<file path="src/design/message_fifo_with_overflow_count_macros.svh">
// ---------------------------------------------------------------------------
// Assertion macros for the message FIFO
// Concurrent checks that compile away when ASSERT_OFF is defined.
// ---------------------------------------------------------------------------
`ifndef MESSAGE_FIFO_WITH_OVERFLOW_COUNT_MACROS_SVH
`define MESSAGE_FIFO_WITH_OVERFLOW_COUNT_MACROS_SVH

`ifndef ASSERT_OFF

// property must hold at every edge out of reset
`define MFOC_ASSERT(lbl, clk, rst_n, prop, msg) \
	lbl: assert property (@(posedge clk) disable iff (!(rst_n)) (prop)) \
		else $error(msg);

// condition must never be seen at an edge out of reset
`define MFOC_NEVER(lbl, clk, rst_n, cond, msg) \
	lbl: assert property (@(posedge clk) disable iff (!(rst_n)) !(cond)) \
		else $error(msg);

`else

`define MFOC_ASSERT(lbl, clk, rst_n, prop, msg)
`define MFOC_NEVER(lbl, clk, rst_n, cond, msg)

`endif

`endif

</file>
<file path="src/design/mfoc_pkg.sv">
// ---------------------------------------------------------------------------
// Message FIFO package
// Sizes, request and status codes, payload and control types.
// ---------------------------------------------------------------------------
`default_nettype none

package mfoc_pkg;

	localparam int DEPTH      = 64;
	localparam int ELEM_WIDTH = 64;
	localparam int IDX_W      = $clog2(DEPTH);
	localparam int CNT_W      = $clog2(DEPTH + 1);
	localparam int QSIZE_W    = 7;
	localparam int RESET_SIZE = (DEPTH < 64) ? DEPTH : 64;

	typedef enum logic [1:0] {
		REQ_ENQ = 2'd0,
		REQ_DEQ = 2'd1,
		REQ_CLR = 2'd2,
		REQ_NOP = 2'd3
	} req_kind_t;

	typedef enum logic [1:0] {
		STS_OK    = 2'd0,
		STS_FULL  = 2'd1,
		STS_EMPTY = 2'd2
	} status_code_t;

	typedef struct packed {
		logic [1:0]  req_type;
		logic [63:0] msg_data;
	} req_item_t;

	typedef struct packed {
		logic [1:0]  status;
		logic [63:0] msg_out;
		logic [6:0]  fill_count;
		logic        overflow_flag;
		logic [31:0] overflow_count;
	} rsp_item_t;

	// controller to datapath
	typedef struct packed {
		logic       accept;
		logic       enq;
		logic       deq;
		logic       clr;
		logic       refuse;
		logic       load_now;
		logic       load_mem;
		logic [1:0] status;
	} ctrl_cmd_t;

	// datapath to controller
	typedef struct packed {
		logic empty;
		logic full;
	} dp_stat_t;

endpackage

`default_nettype wire

</file>
<file path="src/design/mfoc_ctrl.sv">
// ---------------------------------------------------------------------------
// Message FIFO controller
// Decodes requests, sequences the storage read and owns the result valid.
// ---------------------------------------------------------------------------
`default_nettype none

`include "message_fifo_with_overflow_count_macros.svh"

module mfoc_ctrl (
	input  wire                 clk,
	input  wire                 arst_n,
	input  wire                 req_valid,
	input  wire  [1:0]          req_type,
	output logic                req_stall,
	output logic                rsp_valid,
	input  wire                 rsp_stall,
	input  wire mfoc_pkg::dp_stat_t stat,
	output mfoc_pkg::ctrl_cmd_t cmd
);

	typedef enum logic [1:0] {
		S_IDLE = 2'b01,
		S_READ = 2'b10
	} state_t;

	state_t state_q, state_nxt;
	logic   out_valid_q;
	logic   is_enq, is_deq, is_clr;

	assign req_stall = (state_q != S_IDLE) || (out_valid_q && rsp_stall);
	assign rsp_valid = out_valid_q;

	assign is_enq = (req_type == mfoc_pkg::REQ_ENQ);
	assign is_deq = (req_type == mfoc_pkg::REQ_DEQ);
	assign is_clr = (req_type == mfoc_pkg::REQ_CLR);

	always_comb begin
		cmd          = '0;
		cmd.accept   = req_valid && !req_stall;
		cmd.enq      = cmd.accept && is_enq && !stat.full;
		cmd.refuse   = cmd.accept && is_enq && stat.full;
		cmd.deq      = cmd.accept && is_deq && !stat.empty;
		cmd.clr      = cmd.accept && is_clr;
		cmd.load_now = cmd.accept && !cmd.deq;
		cmd.load_mem = (state_q == S_READ);
		if (cmd.refuse) begin
			cmd.status = mfoc_pkg::STS_FULL;
		end else if (cmd.accept && is_deq && stat.empty) begin
			cmd.status = mfoc_pkg::STS_EMPTY;
		end else begin
			cmd.status = mfoc_pkg::STS_OK;
		end
	end

	always_comb begin
		state_nxt = state_q;
		case (state_q)
			S_IDLE: begin
				if (cmd.deq) state_nxt = S_READ;
			end
			S_READ: begin
				state_nxt = S_IDLE;
			end
			default: begin
				state_nxt = S_IDLE;
			end
		endcase
	end

	always_ff @(posedge clk or negedge arst_n) begin
		if (!arst_n) begin
			state_q     <= S_IDLE;
			out_valid_q <= 1'b0;
		end else begin
			state_q <= state_nxt;
			if (cmd.load_now || cmd.load_mem) begin
				out_valid_q <= 1'b1;
			end else if (!rsp_stall) begin
				out_valid_q <= 1'b0;
			end
		end
	end

	// the read state always falls back to idle in the following cycle and finds the result register free
	`MFOC_ASSERT(a_read_one_cycle, clk, arst_n, (state_q == S_READ) |=> (state_q == S_IDLE),
		"read state held past one cycle")
	`MFOC_ASSERT(a_read_out_free, clk, arst_n, (state_q == S_READ) |-> !out_valid_q,
		"result register busy during storage read")
	`MFOC_NEVER(a_no_accept_in_read, clk, arst_n, cmd.load_mem && cmd.accept,
		"request taken while a dequeue is in flight")

endmodule

`default_nettype wire

</file>
<file path="src/design/mfoc_datapath.sv">
// ---------------------------------------------------------------------------
// Message FIFO datapath
// Slot storage, ring indices, fill level, overflow tally and result register.
// ---------------------------------------------------------------------------
`default_nettype none

`include "message_fifo_with_overflow_count_macros.svh"

module mfoc_datapath (
	input  wire                               clk,
	input  wire                               arst_n,
	input  wire                               cfg_we,
	input  wire  [mfoc_pkg::QSIZE_W-1:0]      cfg_wdata,
	input  wire  [mfoc_pkg::ELEM_WIDTH-1:0]   wdata,
	input  wire mfoc_pkg::ctrl_cmd_t          cmd,
	output mfoc_pkg::dp_stat_t                stat,
	output mfoc_pkg::rsp_item_t               rsp
);

	localparam int IW = mfoc_pkg::IDX_W;
	localparam int CW = mfoc_pkg::CNT_W;

	logic [mfoc_pkg::ELEM_WIDTH-1:0] mem_q [mfoc_pkg::DEPTH];
	logic [mfoc_pkg::ELEM_WIDTH-1:0] rdata_q;

	logic [CW-1:0] size_q, size_wr;
	logic [IW-1:0] rd_q, wr_q, rd_nxt, wr_nxt, wr_addr;
	logic [CW-1:0] fill_q, fill_nxt;
	logic          ovf_q, ovf_nxt;
	logic [31:0]   tally_q, tally_nxt;
	logic [31:0]   cfg_ext;

	function automatic logic [IW-1:0] next_idx(input logic [IW-1:0] idx,
		input logic [CW-1:0] size);
		logic [CW:0] n;
		n = (CW + 1)'(idx) + (CW + 1)'(1);
		return (n >= (CW + 1)'(size)) ? '0 : IW'(n);
	endfunction

	// clamp the written size into 1..DEPTH
	assign cfg_ext = 32'(cfg_wdata);
	always_comb begin
		if (cfg_ext == 32'd0) begin
			size_wr = CW'(1);
		end else if (cfg_ext > 32'(mfoc_pkg::DEPTH)) begin
			size_wr = CW'(mfoc_pkg::DEPTH);
		end else begin
			size_wr = CW'(cfg_ext);
		end
	end

	assign stat = '{empty: (fill_q == '0), full: (fill_q >= size_q)};

	assign wr_addr = stat.empty ? wr_q : next_idx(wr_q, size_q);

	always_comb begin
		rd_nxt    = rd_q;
		wr_nxt    = wr_q;
		fill_nxt  = fill_q;
		ovf_nxt   = ovf_q;
		tally_nxt = tally_q;
		if (cmd.clr) begin
			rd_nxt    = '0;
			wr_nxt    = '0;
			fill_nxt  = '0;
			ovf_nxt   = 1'b0;
			tally_nxt = '0;
		end else if (cmd.enq) begin
			wr_nxt   = wr_addr;
			fill_nxt = fill_q + CW'(1);
			// resync head to the tail when the queue was empty
			if (stat.empty) rd_nxt = wr_q;
		end else if (cmd.deq) begin
			rd_nxt   = next_idx(rd_q, size_q);
			fill_nxt = fill_q - CW'(1);
		end else if (cmd.refuse) begin
			ovf_nxt   = 1'b1;
			tally_nxt = tally_q + 32'd1;
		end
	end

	always_ff @(posedge clk) begin
		if (cmd.enq) mem_q[wr_addr] <= wdata;
	end

	always_ff @(posedge clk) begin
		if (cmd.deq) rdata_q <= mem_q[rd_q];
	end

	always_ff @(posedge clk or negedge arst_n) begin
		if (!arst_n) begin
			size_q  <= CW'(mfoc_pkg::RESET_SIZE);
			rd_q    <= '0;
			wr_q    <= '0;
			fill_q  <= '0;
			ovf_q   <= 1'b0;
			tally_q <= '0;
		end else begin
			if (cfg_we) size_q <= size_wr;
			rd_q    <= rd_nxt;
			wr_q    <= wr_nxt;
			fill_q  <= fill_nxt;
			ovf_q   <= ovf_nxt;
			tally_q <= tally_nxt;
		end
	end

	always_ff @(posedge clk) begin
		if (cmd.load_mem) begin
			rsp.status         <= mfoc_pkg::STS_OK;
			rsp.msg_out        <= 64'(rdata_q);
			rsp.fill_count     <= 7'(fill_q);
			rsp.overflow_flag  <= ovf_q;
			rsp.overflow_count <= tally_q;
		end else if (cmd.load_now) begin
			rsp.status         <= cmd.status;
			rsp.msg_out        <= '0;
			rsp.fill_count     <= 7'(fill_nxt);
			rsp.overflow_flag  <= ovf_nxt;
			rsp.overflow_count <= tally_nxt;
		end
	end

	`MFOC_ASSERT(a_fill_bound, clk, arst_n, 32'(fill_q) <= 32'(mfoc_pkg::DEPTH),
		"fill level beyond storage depth")
	`MFOC_ASSERT(a_tally_needs_flag, clk, arst_n, !ovf_q |-> (tally_q == '0),
		"overflow tally counted without the sticky flag")
	`MFOC_ASSERT(a_size_range, clk, arst_n,
		(size_q != '0) && (32'(size_q) <= 32'(mfoc_pkg::DEPTH)),
		"queue size outside one to depth")

endmodule

`default_nettype wire

</file>
<file path="src/design/message_fifo_with_overflow_count.sv">
// ---------------------------------------------------------------------------
// Message FIFO with overflow count
// Ring-buffer message queue with a sticky overflow flag and a 32-bit tally.
// ---------------------------------------------------------------------------
// Usage:
//   req channel: req_valid / req_stall with payload req (req_type, msg_data).
//     Kinds are enqueue, dequeue, clear queue; the unused kind only reports.
//   rsp channel: rsp_valid / rsp_stall, one result per request, in order,
//     carrying status, msg_out, fill_count, overflow_flag, overflow_count.
//   cfg_we / cfg_wdata write queue_size (0 reads as 1, above depth clamps);
//     write only while no request is outstanding.
// Results are registered; a dequeue of a held element first reads the slot
//   RAM into a register, then loads the result register from that read.
// Throughput: one request per cycle while req_stall is low.
// The result register lets the next request in while the receiver takes the
//   current result; req_stall rises only while a result sits stalled or a
//   slot read is in flight.
// Reset clears indices, fill level, overflow flag and tally and sets the
//   size to the full depth; slot contents are not cleared, no sweep runs.
// ---------------------------------------------------------------------------
`default_nettype none

module message_fifo_with_overflow_count (
	input  wire                           clk,
	input  wire                           arst_n,
	input  wire                           cfg_we,
	input  wire  [mfoc_pkg::QSIZE_W-1:0]  cfg_wdata,
	input  wire                           req_valid,
	output logic                          req_stall,
	input  wire mfoc_pkg::req_item_t      req,
	output logic                          rsp_valid,
	input  wire                           rsp_stall,
	output mfoc_pkg::rsp_item_t           rsp
);

	mfoc_pkg::ctrl_cmd_t cmd;
	mfoc_pkg::dp_stat_t  stat;

	mfoc_ctrl u_ctrl (
		.clk       (clk),
		.arst_n    (arst_n),
		.req_valid (req_valid),
		.req_type  (req.req_type),
		.req_stall (req_stall),
		.rsp_valid (rsp_valid),
		.rsp_stall (rsp_stall),
		.stat      (stat),
		.cmd       (cmd)
	);

	mfoc_datapath u_dp (
		.clk       (clk),
		.arst_n    (arst_n),
		.cfg_we    (cfg_we),
		.cfg_wdata (cfg_wdata),
		.wdata     (req.msg_data[mfoc_pkg::ELEM_WIDTH-1:0]),
		.cmd       (cmd),
		.stat      (stat),
		.rsp       (rsp)
	);

endmodule

`default_nettype wire
</file>
<file path="config.mk">
export PLATFORM = sky130hd
export DESIGN_NAME = message_fifo_with_overflow_count
export DESIGN_NICKNAME = d
export VERILOG_FILES = /design/src/design/mfoc_pkg.sv /design/src/design/mfoc_ctrl.sv /design/src/design/mfoc_datapath.sv /design/src/design/message_fifo_with_overflow_count.sv
export VERILOG_INCLUDE_DIRS = /design/src /design/src/design
export SDC_FILE = /design/constraint.sdc
export NUM_CORES = 2
export LEC_CHECK = 0
export BUFFER_PORTS_ARGS = -buffer_cell sky130_fd_sc_hd__buf_4
export CAP_MARGIN = 25
export CORE_MARGIN = 1
export CORE_UTILIZATION = 23
export DETAILED_ROUTE_END_ITERATION = 10
export PLACE_DENSITY_LB_ADDON = 0.25
export SETUP_SLACK_MARGIN = 0.3
export SYNTH_ARGS = -nofsm -noshare
export SYNTH_HDL_FRONTEND = slang
export SYNTH_SLANG_ARGS = --single-unit
</file>
<file path="constraint.sdc">
create_clock -name clk -period 10.1 [get_ports clk]
set_input_delay 0 -clock clk [delete_from_list [all_inputs] [get_ports clk]]
set_output_delay 0 -clock clk [all_outputs]
set_load 0.02 [all_outputs]
</file>
Word-level counts from Yosys, hierarchy flattened:

Memory sizes are Yosys's and may differ from the RTL's. A register that Yosys moved wholly into a read port is not among the register bits.
Cells that the tools add are included.

* logic and storage cells: 86
* bits in writable memories: 4096
* memories kept: 1
* register bits after elaboration: 168
* output and inout port bits: 108
* input port bits: 78

* magnitude comparators: 4
* reduce and logical (&&, ||, !) cells: 23
* mux-type cells: 32
* add/sub/neg operators: 5
* equality and inequality tests: 8

Memory list
* u_dp.mem_q: depth 64, width 64, read ports 1, clocked after Yosys merged registers in 1, wr ports 1, line mfoc_datapath.sv:23 `logic [mfoc_pkg::ELEM_WIDTH-1:0] mem_q [mfoc_pkg::DEPTH];`

Operators with widths (count)
* $mux 104: 2
* $mux 32: 4
* $mux 6: 9
* $mux 7: 5
* $add 32x1->32 const B: 1
* $logic_not 32->1: 1
* $ge 8x7->1: 2
* $add 6x1->7 const B: 2
* $logic_and 1x1->1: 10
* $mux 1: 8
* $mux 2: 4
* $add 7x1->7 const B: 1
* $ge 7x7->1: 1
* $gt 7x7->1 const B: 1
* $logic_not 7->1: 1
* $sub 7x1->7 const B: 1
* $eq 2x1->1 const B: 2
* $eq 2x2->1 const B: 2
* $logic_not 1->1: 4
* $ne 2x1->1 const B: 2
* $reduce_bool 2->1: 2
* $ne 3x2->1 const B: 1
* $reduce_bool 3->1: 1
* $logic_not 2->1: 1
* other kinds (3): 4

Depth between registers and ports, before layout:

* depth after elaboration: 12
* depth in mapped cells: 13
* gate-level depth less buffers: 10

Modules after synthesis:

From an unflattened synthesis, not the netlist that was laid out.

* cell total of the unflattened synthesis: 7312
* area total of the unflattened synthesis: 164660.4 sq um

By module, submodules not included
* mfoc_datapath: instances 1, area each 164410.2 sq um, sequential area each 129560.5 sq um, cells an instance 7286
* mfoc_ctrl: instances 1, area each 250.2 sq um, sequential area each 76.3 sq um, cells an instance 26

Worst setup path after synthesis:

Ideal clock, no wire load.

* path kind: register to register
* from: reg u_dp.fill_q[0]
* to: reg u_dp.rsp[0] (netlist name)
* library setup time: 0.712 ns
* arrival: 9.166 ns
* buffers on the path: 0
* required time: 9.388 ns
* cell stages (with the launch flop): 8
* clock period less this slack: 9.877 ns
* slack: 0.223 ns
* cell sequence: dfrtp_1 -> inv_1 -> ha_1 -> nor3b_1 -> nand2_1 -> nand2b_1 -> inv_2 -> o21ai_0

RTL lines
* start: declaration: line mfoc_datapath.sv:28 `logic [CW-1:0] fill_q, fill_nxt;`
* start signal: assignment: line mfoc_datapath.sv:102 `fill_q <= fill_nxt;`

Worst setup path in the final report:

* from: reg u_dp.wr_q[0]
* to: mem u_dp.mem_q[24][31] in the netlist's numbering (enable)

* cells in the longest elaborated chain, start to end: 4

Ends and longest elaborated chain
* start: declaration: line mfoc_datapath.sv:27 `logic [IW-1:0] rd_q, wr_q, rd_nxt, wr_nxt, wr_addr;`
* start signal: assignment: line mfoc_datapath.sv:101 `wr_q <= wr_nxt;`
* $add 6x1->7: line mfoc_datapath.sv:36 `n = (CW + 1)'(idx) + (CW + 1)'(1);`
* $ge 8x7->1: line mfoc_datapath.sv:37 `return (n >= (CW + 1)'(size)) ? '0 : IW'(n);`
* $mux 6: line mfoc_datapath.sv:37
* $mux 6 *: line mfoc_datapath.sv:54 `assign wr_addr = stat.empty ? wr_q : next_idx(wr_q, size_q);`
* end: declaration: line mfoc_datapath.sv:23

Every way passes the cells marked *; elsewhere a longest branch is shown, timed or not.

==> run_summary.xml <==
<?xml version="1.0" encoding="UTF-8"?>
<metrics>
  <group name="logic_synthesis">
    <metric name="synth_area_leader_cell" unit="">sky130_fd_sc_hd__edfxtp_1</metric>
    <metric name="yosys-mux-area-fraction" unit="">0.159</metric>
    <metric name="yosys-top-cells-count" unit="">sky130_fd_sc_hd__edfxtp_1, sky130_fd_sc_hd__mux4_2, sky130_fd_sc_hd__mux2i_1, sky130_fd_sc_hd__a21oi_1, sky130_fd_sc_hd__clkbuf_1</metric>
    <metric name="synth-xor-area-share" unit="">0.00121</metric>
    <metric name="yosys.area.top_type_share" unit="">0.770</metric>
    <metric name="synth_cells" unit="">7354</metric>
    <metric name="number_of_storage_elements_in_the_synthesis_netlist" unit="">4328</metric>
    <metric name="synth_fa_ha_area_frac" unit="">0.00203</metric>
    <metric name="post_synth_main_area_contributors" unit="">sky130_fd_sc_hd__edfxtp_1, sky130_fd_sc_hd__mux4_2, sky130_fd_sc_hd__mux2i_1</metric>
    <metric name="synth_top_family_by_area" unit="">multiplexers</metric>
    <metric name="ys_warn_count" unit="">0</metric>
    <metric name="async_flop_share" unit="">0.0143</metric>
    <metric name="syn_nets" unit="">7459</metric>
    <metric name="synth.lib_cells_used.distinct" unit="">80</metric>
    <metric name="syn_area" unit="mm²">0.166</metric>
    <metric name="syn_avg_cell_area" unit="µm²">22.6</metric>
    <metric name="simple_gate_portion_of_the_synthesized_area" unit="">0.0175</metric>
    <metric name="ys.flop_type" unit="">sky130_fd_sc_hd__edfxtp_1</metric>
    <metric name="synth_compound_gate_area_share" unit="">0.0255</metric>
    <metric name="synth_edf_count" unit="">4264</metric>
    <metric name="post-synth-top-count-cell" unit="">sky130_fd_sc_hd__edfxtp_1</metric>
    <metric name="ys_seq_area_frac" unit="">0.780</metric>
  </group>
  <group name="grt">
    <metric name="grtUsageTotal" unit="">0.144</metric>
    <metric name="grt_first_pass_wirelength" unit="µm">732000</metric>
    <metric name="use_met3" unit="">0.0205</metric>
    <metric name="grt_overflow" unit="">0</metric>
    <metric name="met1_usage" unit="">0.206</metric>
    <metric name="largest_net_degree_at_the_start_of_global_routing" unit="">105</metric>
    <metric name="grt-busiest-layer" unit="">met2</metric>
    <metric name="antenna_found_initial" unit="">75</metric>
    <metric name="grt_pass1_vias" unit="">82200</metric>
    <metric name="groute.layer.met2.usage" unit="">0.234</metric>
  </group>
  <group name="sta">
    <metric name="finClkSkew" unit="ns">0.0781</metric>
    <metric name="fmax" unit="MHz">146</metric>
    <metric name="final.period_utilization" unit="">0.677</metric>
    <metric name="maxSlewHeadroom" unit="">0.172</metric>
    <metric name="totalNegativeSetupSlack" unit="ns">0</metric>
    <metric name="timing.final.hold_violations" unit="">0</metric>
    <metric name="slew_viol_final" unit="">0</metric>
    <metric name="grt_setup_unrepaired" unit="">no</metric>
    <metric name="final_setup_violation_count" unit="">0</metric>
    <metric name="worstMarginPinSlew" unit="ns">1.24</metric>
    <metric name="post-route-min-period" unit="ns">6.84</metric>
  </group>
  <group name="clocking">
    <metric name="cts.sink_count" unit="">4328</metric>
    <metric name="htreeDepth" unit="">5</metric>
    <metric name="clk_transition_reported_paths" unit="ns">0.07</metric>
    <metric name="worstSkewPairLatency" unit="ns">1.05</metric>
    <metric name="cts_root_buf" unit="">sky130_fd_sc_hd__clkbuf_16</metric>
    <metric name="numCtsBuffers" unit="">457</metric>
    <metric name="cts_repair_resize_count" unit="">0</metric>
    <metric name="cts.repair_timing.setup_buffer_count" unit="">0</metric>
    <metric name="cts-root-to-sink-buffers" unit="">4</metric>
    <metric name="cts_tree" unit="">done</metric>
  </group>
  <group name="place">
    <metric name="postPlaceCellArea" unit="mm²">0.180</metric>
    <metric name="port_buffers" unit="">185</metric>
    <metric name="hpwlAfterDp" unit="µm">326000</metric>
    <metric name="gp_congestion" unit="">0.811</metric>
  </group>
  <group name="worst_hold_path">
    <metric name="worst_hold_path_type" unit="">in2reg</metric>
    <metric name="hold-path-endpoint" unit="">u_dp.mem_q[50][8]</metric>
    <metric name="timing.hold.worst.start" unit="">req[8]</metric>
    <metric name="number_of_instances_on_the_worst_hold_path" unit="">2</metric>
  </group>
  <group name="route">
    <metric name="routed_wirelength" unit="µm">541000</metric>
    <metric name="via_count" unit="">81400</metric>
    <metric name="detailedRoute.firstPassIterationCount" unit="">6</metric>
    <metric name="ant_nets" unit="">0</metric>
    <metric name="avgViaCountPerCell" unit="">4.55</metric>
    <metric name="drc_errors" unit="">0</metric>
    <metric name="detail_route.iter0.violations" unit="">9833</metric>
    <metric name="detail_route.wl_per_cell" unit="µm">30.2</metric>
  </group>
  <group name="pwr">
    <metric name="power.combinational.fraction" unit="">0.256</metric>
    <metric name="power.switching_fraction" unit="">0.311</metric>
    <metric name="total_switching_power" unit="W">0.0155</metric>
    <metric name="total_leakage_power" unit="nW">59.8</metric>
    <metric name="pwr-share-clk" unit="">0.337</metric>
    <metric name="maximum_ir_drop_on_the_vdd_rail" unit="V">0.000178</metric>
    <metric name="power.sequential.fraction" unit="">0.407</metric>
    <metric name="powerDensity" unit="mW/mm²">255</metric>
    <metric name="internal-power" unit="W">0.0344</metric>
  </group>
  <group name="job">
    <metric name="max-cap-violations" unit="">0</metric>
  </group>
  <group name="finish">
    <metric name="syn2layout_area_growth" unit="%">18.0</metric>
    <metric name="num-nets-final" unit="">8067</metric>
    <metric name="final_layout_size_suffix_gt1_frac" unit="">0.274</metric>
    <metric name="final_design_area_no_fill" unit="mm²">0.196</metric>
  </group>
  <group name="floorplanning">
    <metric name="start_util" unit="">0.231</metric>
    <metric name="die-width" unit="µm">852</metric>
    <metric name="design.core.area" unit="mm²">0.719</metric>
    <metric name="die-area" unit="mm²">0.726</metric>
    <metric name="die-height" unit="µm">852</metric>
    <metric name="placementRows" unit="">311</metric>
    <metric name="top_level_ports" unit="">186</metric>
  </group>
  <group name="setup_path">
    <metric name="worstReg2RegStart" unit="">u_dp.wr_q[0]</metric>
    <metric name="worst_r2r_endpoint" unit="">u_dp.mem_q[24][31]</metric>
    <metric name="worst-r2r-cell-count" unit="">12</metric>
    <metric name="crit_arrival" unit="ns">7.46</metric>
    <metric name="timing.critical_path.required" unit="ns">10.72</metric>
    <metric name="timing.reg2reg.setup_slack" unit="ns">3.26</metric>
    <metric name="worstPathMaxFanout" unit="">42</metric>
    <metric name="crit_path_end_kind" unit="">flip-flop</metric>
    <metric name="crit_path_start_kind" unit="">flip-flop</metric>
    <metric name="timing.setup.critical_path_class" unit="">reg2reg</metric>
  </group>
  <group name="run_status">
    <metric name="result_of_the_run" unit="">complete, no violations</metric>
  </group>
</metrics>
## power groups by stage
| stage | sequential, W | clock (W) | combinational [W] |
|---|---|---|---|
| 2_1_floorplan | 0.0206 | 0 | 0.00736 |
| 3_3_place_gp | 0.0207 | 0 | 0.0129 |
| 3_5_place_dp | 0.0207 | 0 | 0.0129 |
| 4_1_cts | 0.0203 | 0.0172 | 0.0130 |
| 5_1_grt | 0.0203 | 0.0178 | 0.0134 |
| 6_report | 0.0203 | 0.0168 | 0.0128 |
## kinds of logic (layout without fill, tap and decap cells)
logic type	Yosys count	in the layout
flops	4328	4328
mux	1332	1332
simple gates	557	557
buf+inv	431	1419
xor+xnor	23	23
fa+ha+maj	27	27
compound gates	656	656
other cells	0	23
## cell type report
cell class | count | area [µm²]
repair buffers | 558 | 4810
multi-input cells | 2595 | 34700
fillers | 70800 | 523000
clock inverters | 293 | 2990
diodes | 23 | 57.6
clock buffers | 546 | 11900
well taps | 9546 | 11900
flip-flops and latches | 4328 | 130000
inverters | 22 | 87.6
## flip-flops by register name, summed over array words and instances (netlist names)
register,count
u_dp.wr_q,6
u_ctrl.rsp_valid,1
u_dp.mem_q,4096
u_ctrl.state_q,2
u_dp.rd_q,6
u_dp.size_q,7
u_dp.rsp,106
u_dp.rdata_q,64
u_dp.tally_q,32
u_dp.ovf_q,1
u_dp.fill_q,7
## worst max path at each step
stage / start / depth (start not counted) / slack (ns) / to
2_1_floorplan: u_dp.wr_q[0] / 12 / 0.33 / u_dp.mem_q[28][0]
3_3_place_gp: u_dp.wr_q[0] / 11 / 3.33 / u_dp.mem_q[49][28]
3_5_place_dp: u_dp.wr_q[0] / 12 / 3.50 / u_dp.mem_q[24][2]
4_1_cts: u_dp.wr_q[0] / 12 / 3.44 / u_dp.mem_q[24][26]
5_1_grt: u_dp.wr_q[0] / 12 / 3.06 / u_dp.mem_q[1][63]
6_report: u_dp.wr_q[0] / 12 / 3.26 / u_dp.mem_q[24][31]
## metal layers
| metal | routed length (µm) | vias up |
|---|---|---|
| met4 | 11100 | 26 |
| met2 | 256000 | 3108 |
| li1 | - | 32700 |
| met5 | 161 | - |
| met3 | 34400 | 572 |
| met1 | 240000 | 45000 |
## repair_timing
action	in CTS	in global routing
hold buffers	110	0
endpoints found under the hold margin	4269	0
endpoints found under the setup margin	0	0
## layout by cell type, fill, tap and decap left out, types with 68 or more instances in the layout
cell                               n
sky130_fd_sc_hd__dlygate4sd3_1   109
sky130_fd_sc_hd__clkinv_2         86
sky130_fd_sc_hd__edfxtp_1       4264
sky130_fd_sc_hd__buf_4           419
sky130_fd_sc_hd__o21ai_0          70
sky130_fd_sc_hd__clkbuf_16       462
sky130_fd_sc_hd__mux4_2         1047
sky130_fd_sc_hd__nand2_1         103
sky130_fd_sc_hd__o22ai_1          94
sky130_fd_sc_hd__nor2_1           93
sky130_fd_sc_hd__clkbuf_1         82
sky130_fd_sc_hd__mux2i_1         266
sky130_fd_sc_hd__a21oi_1         210
sky130_fd_sc_hd__clkinv_1        113
sky130_fd_sc_hd__and2_1           68
## worst max-delay path, cell delays in order (launching register included)
cell	delay, ns
sky130_fd_sc_hd__dfrtp_1	0.66
sky130_fd_sc_hd__ha_1	0.48
sky130_fd_sc_hd__nand3_1	0.22
sky130_fd_sc_hd__xnor2_1	0.73
sky130_fd_sc_hd__ha_1	0.25
sky130_fd_sc_hd__and4_1	0.21
sky130_fd_sc_hd__o21ai_0	0.15
sky130_fd_sc_hd__o211ai_1	0.92
sky130_fd_sc_hd__o21ai_2	0.27
sky130_fd_sc_hd__nor3_1	0.89
sky130_fd_sc_hd__nor3b_2	0.31
sky130_fd_sc_hd__buf_4	0.42
sky130_fd_sc_hd__buf_4	0.68
## stage by stage
stage / setup slack [ns] / total power (W) / hold WS [ns] / util / std cells
CTS: 3.44 / 0.0506 / 0.00926 / 0.273 / 17900
global placement: 3.33 / 0.0336 / 0.196 / 0.250 / 16900
global route: 3.06 / 0.0515 / 0.0883 / 0.273 / 17900
floorplan: 0.334 / 0.0280 / -0.296 / - / 7354
detailed placement: 3.50 / 0.0336 / 0.193 / 0.251 / 16900
finish: 3.26 / 0.0499 / 0.111 / 0.273 / 17900
No activity file was read; power rests on OpenSTA's default activity.
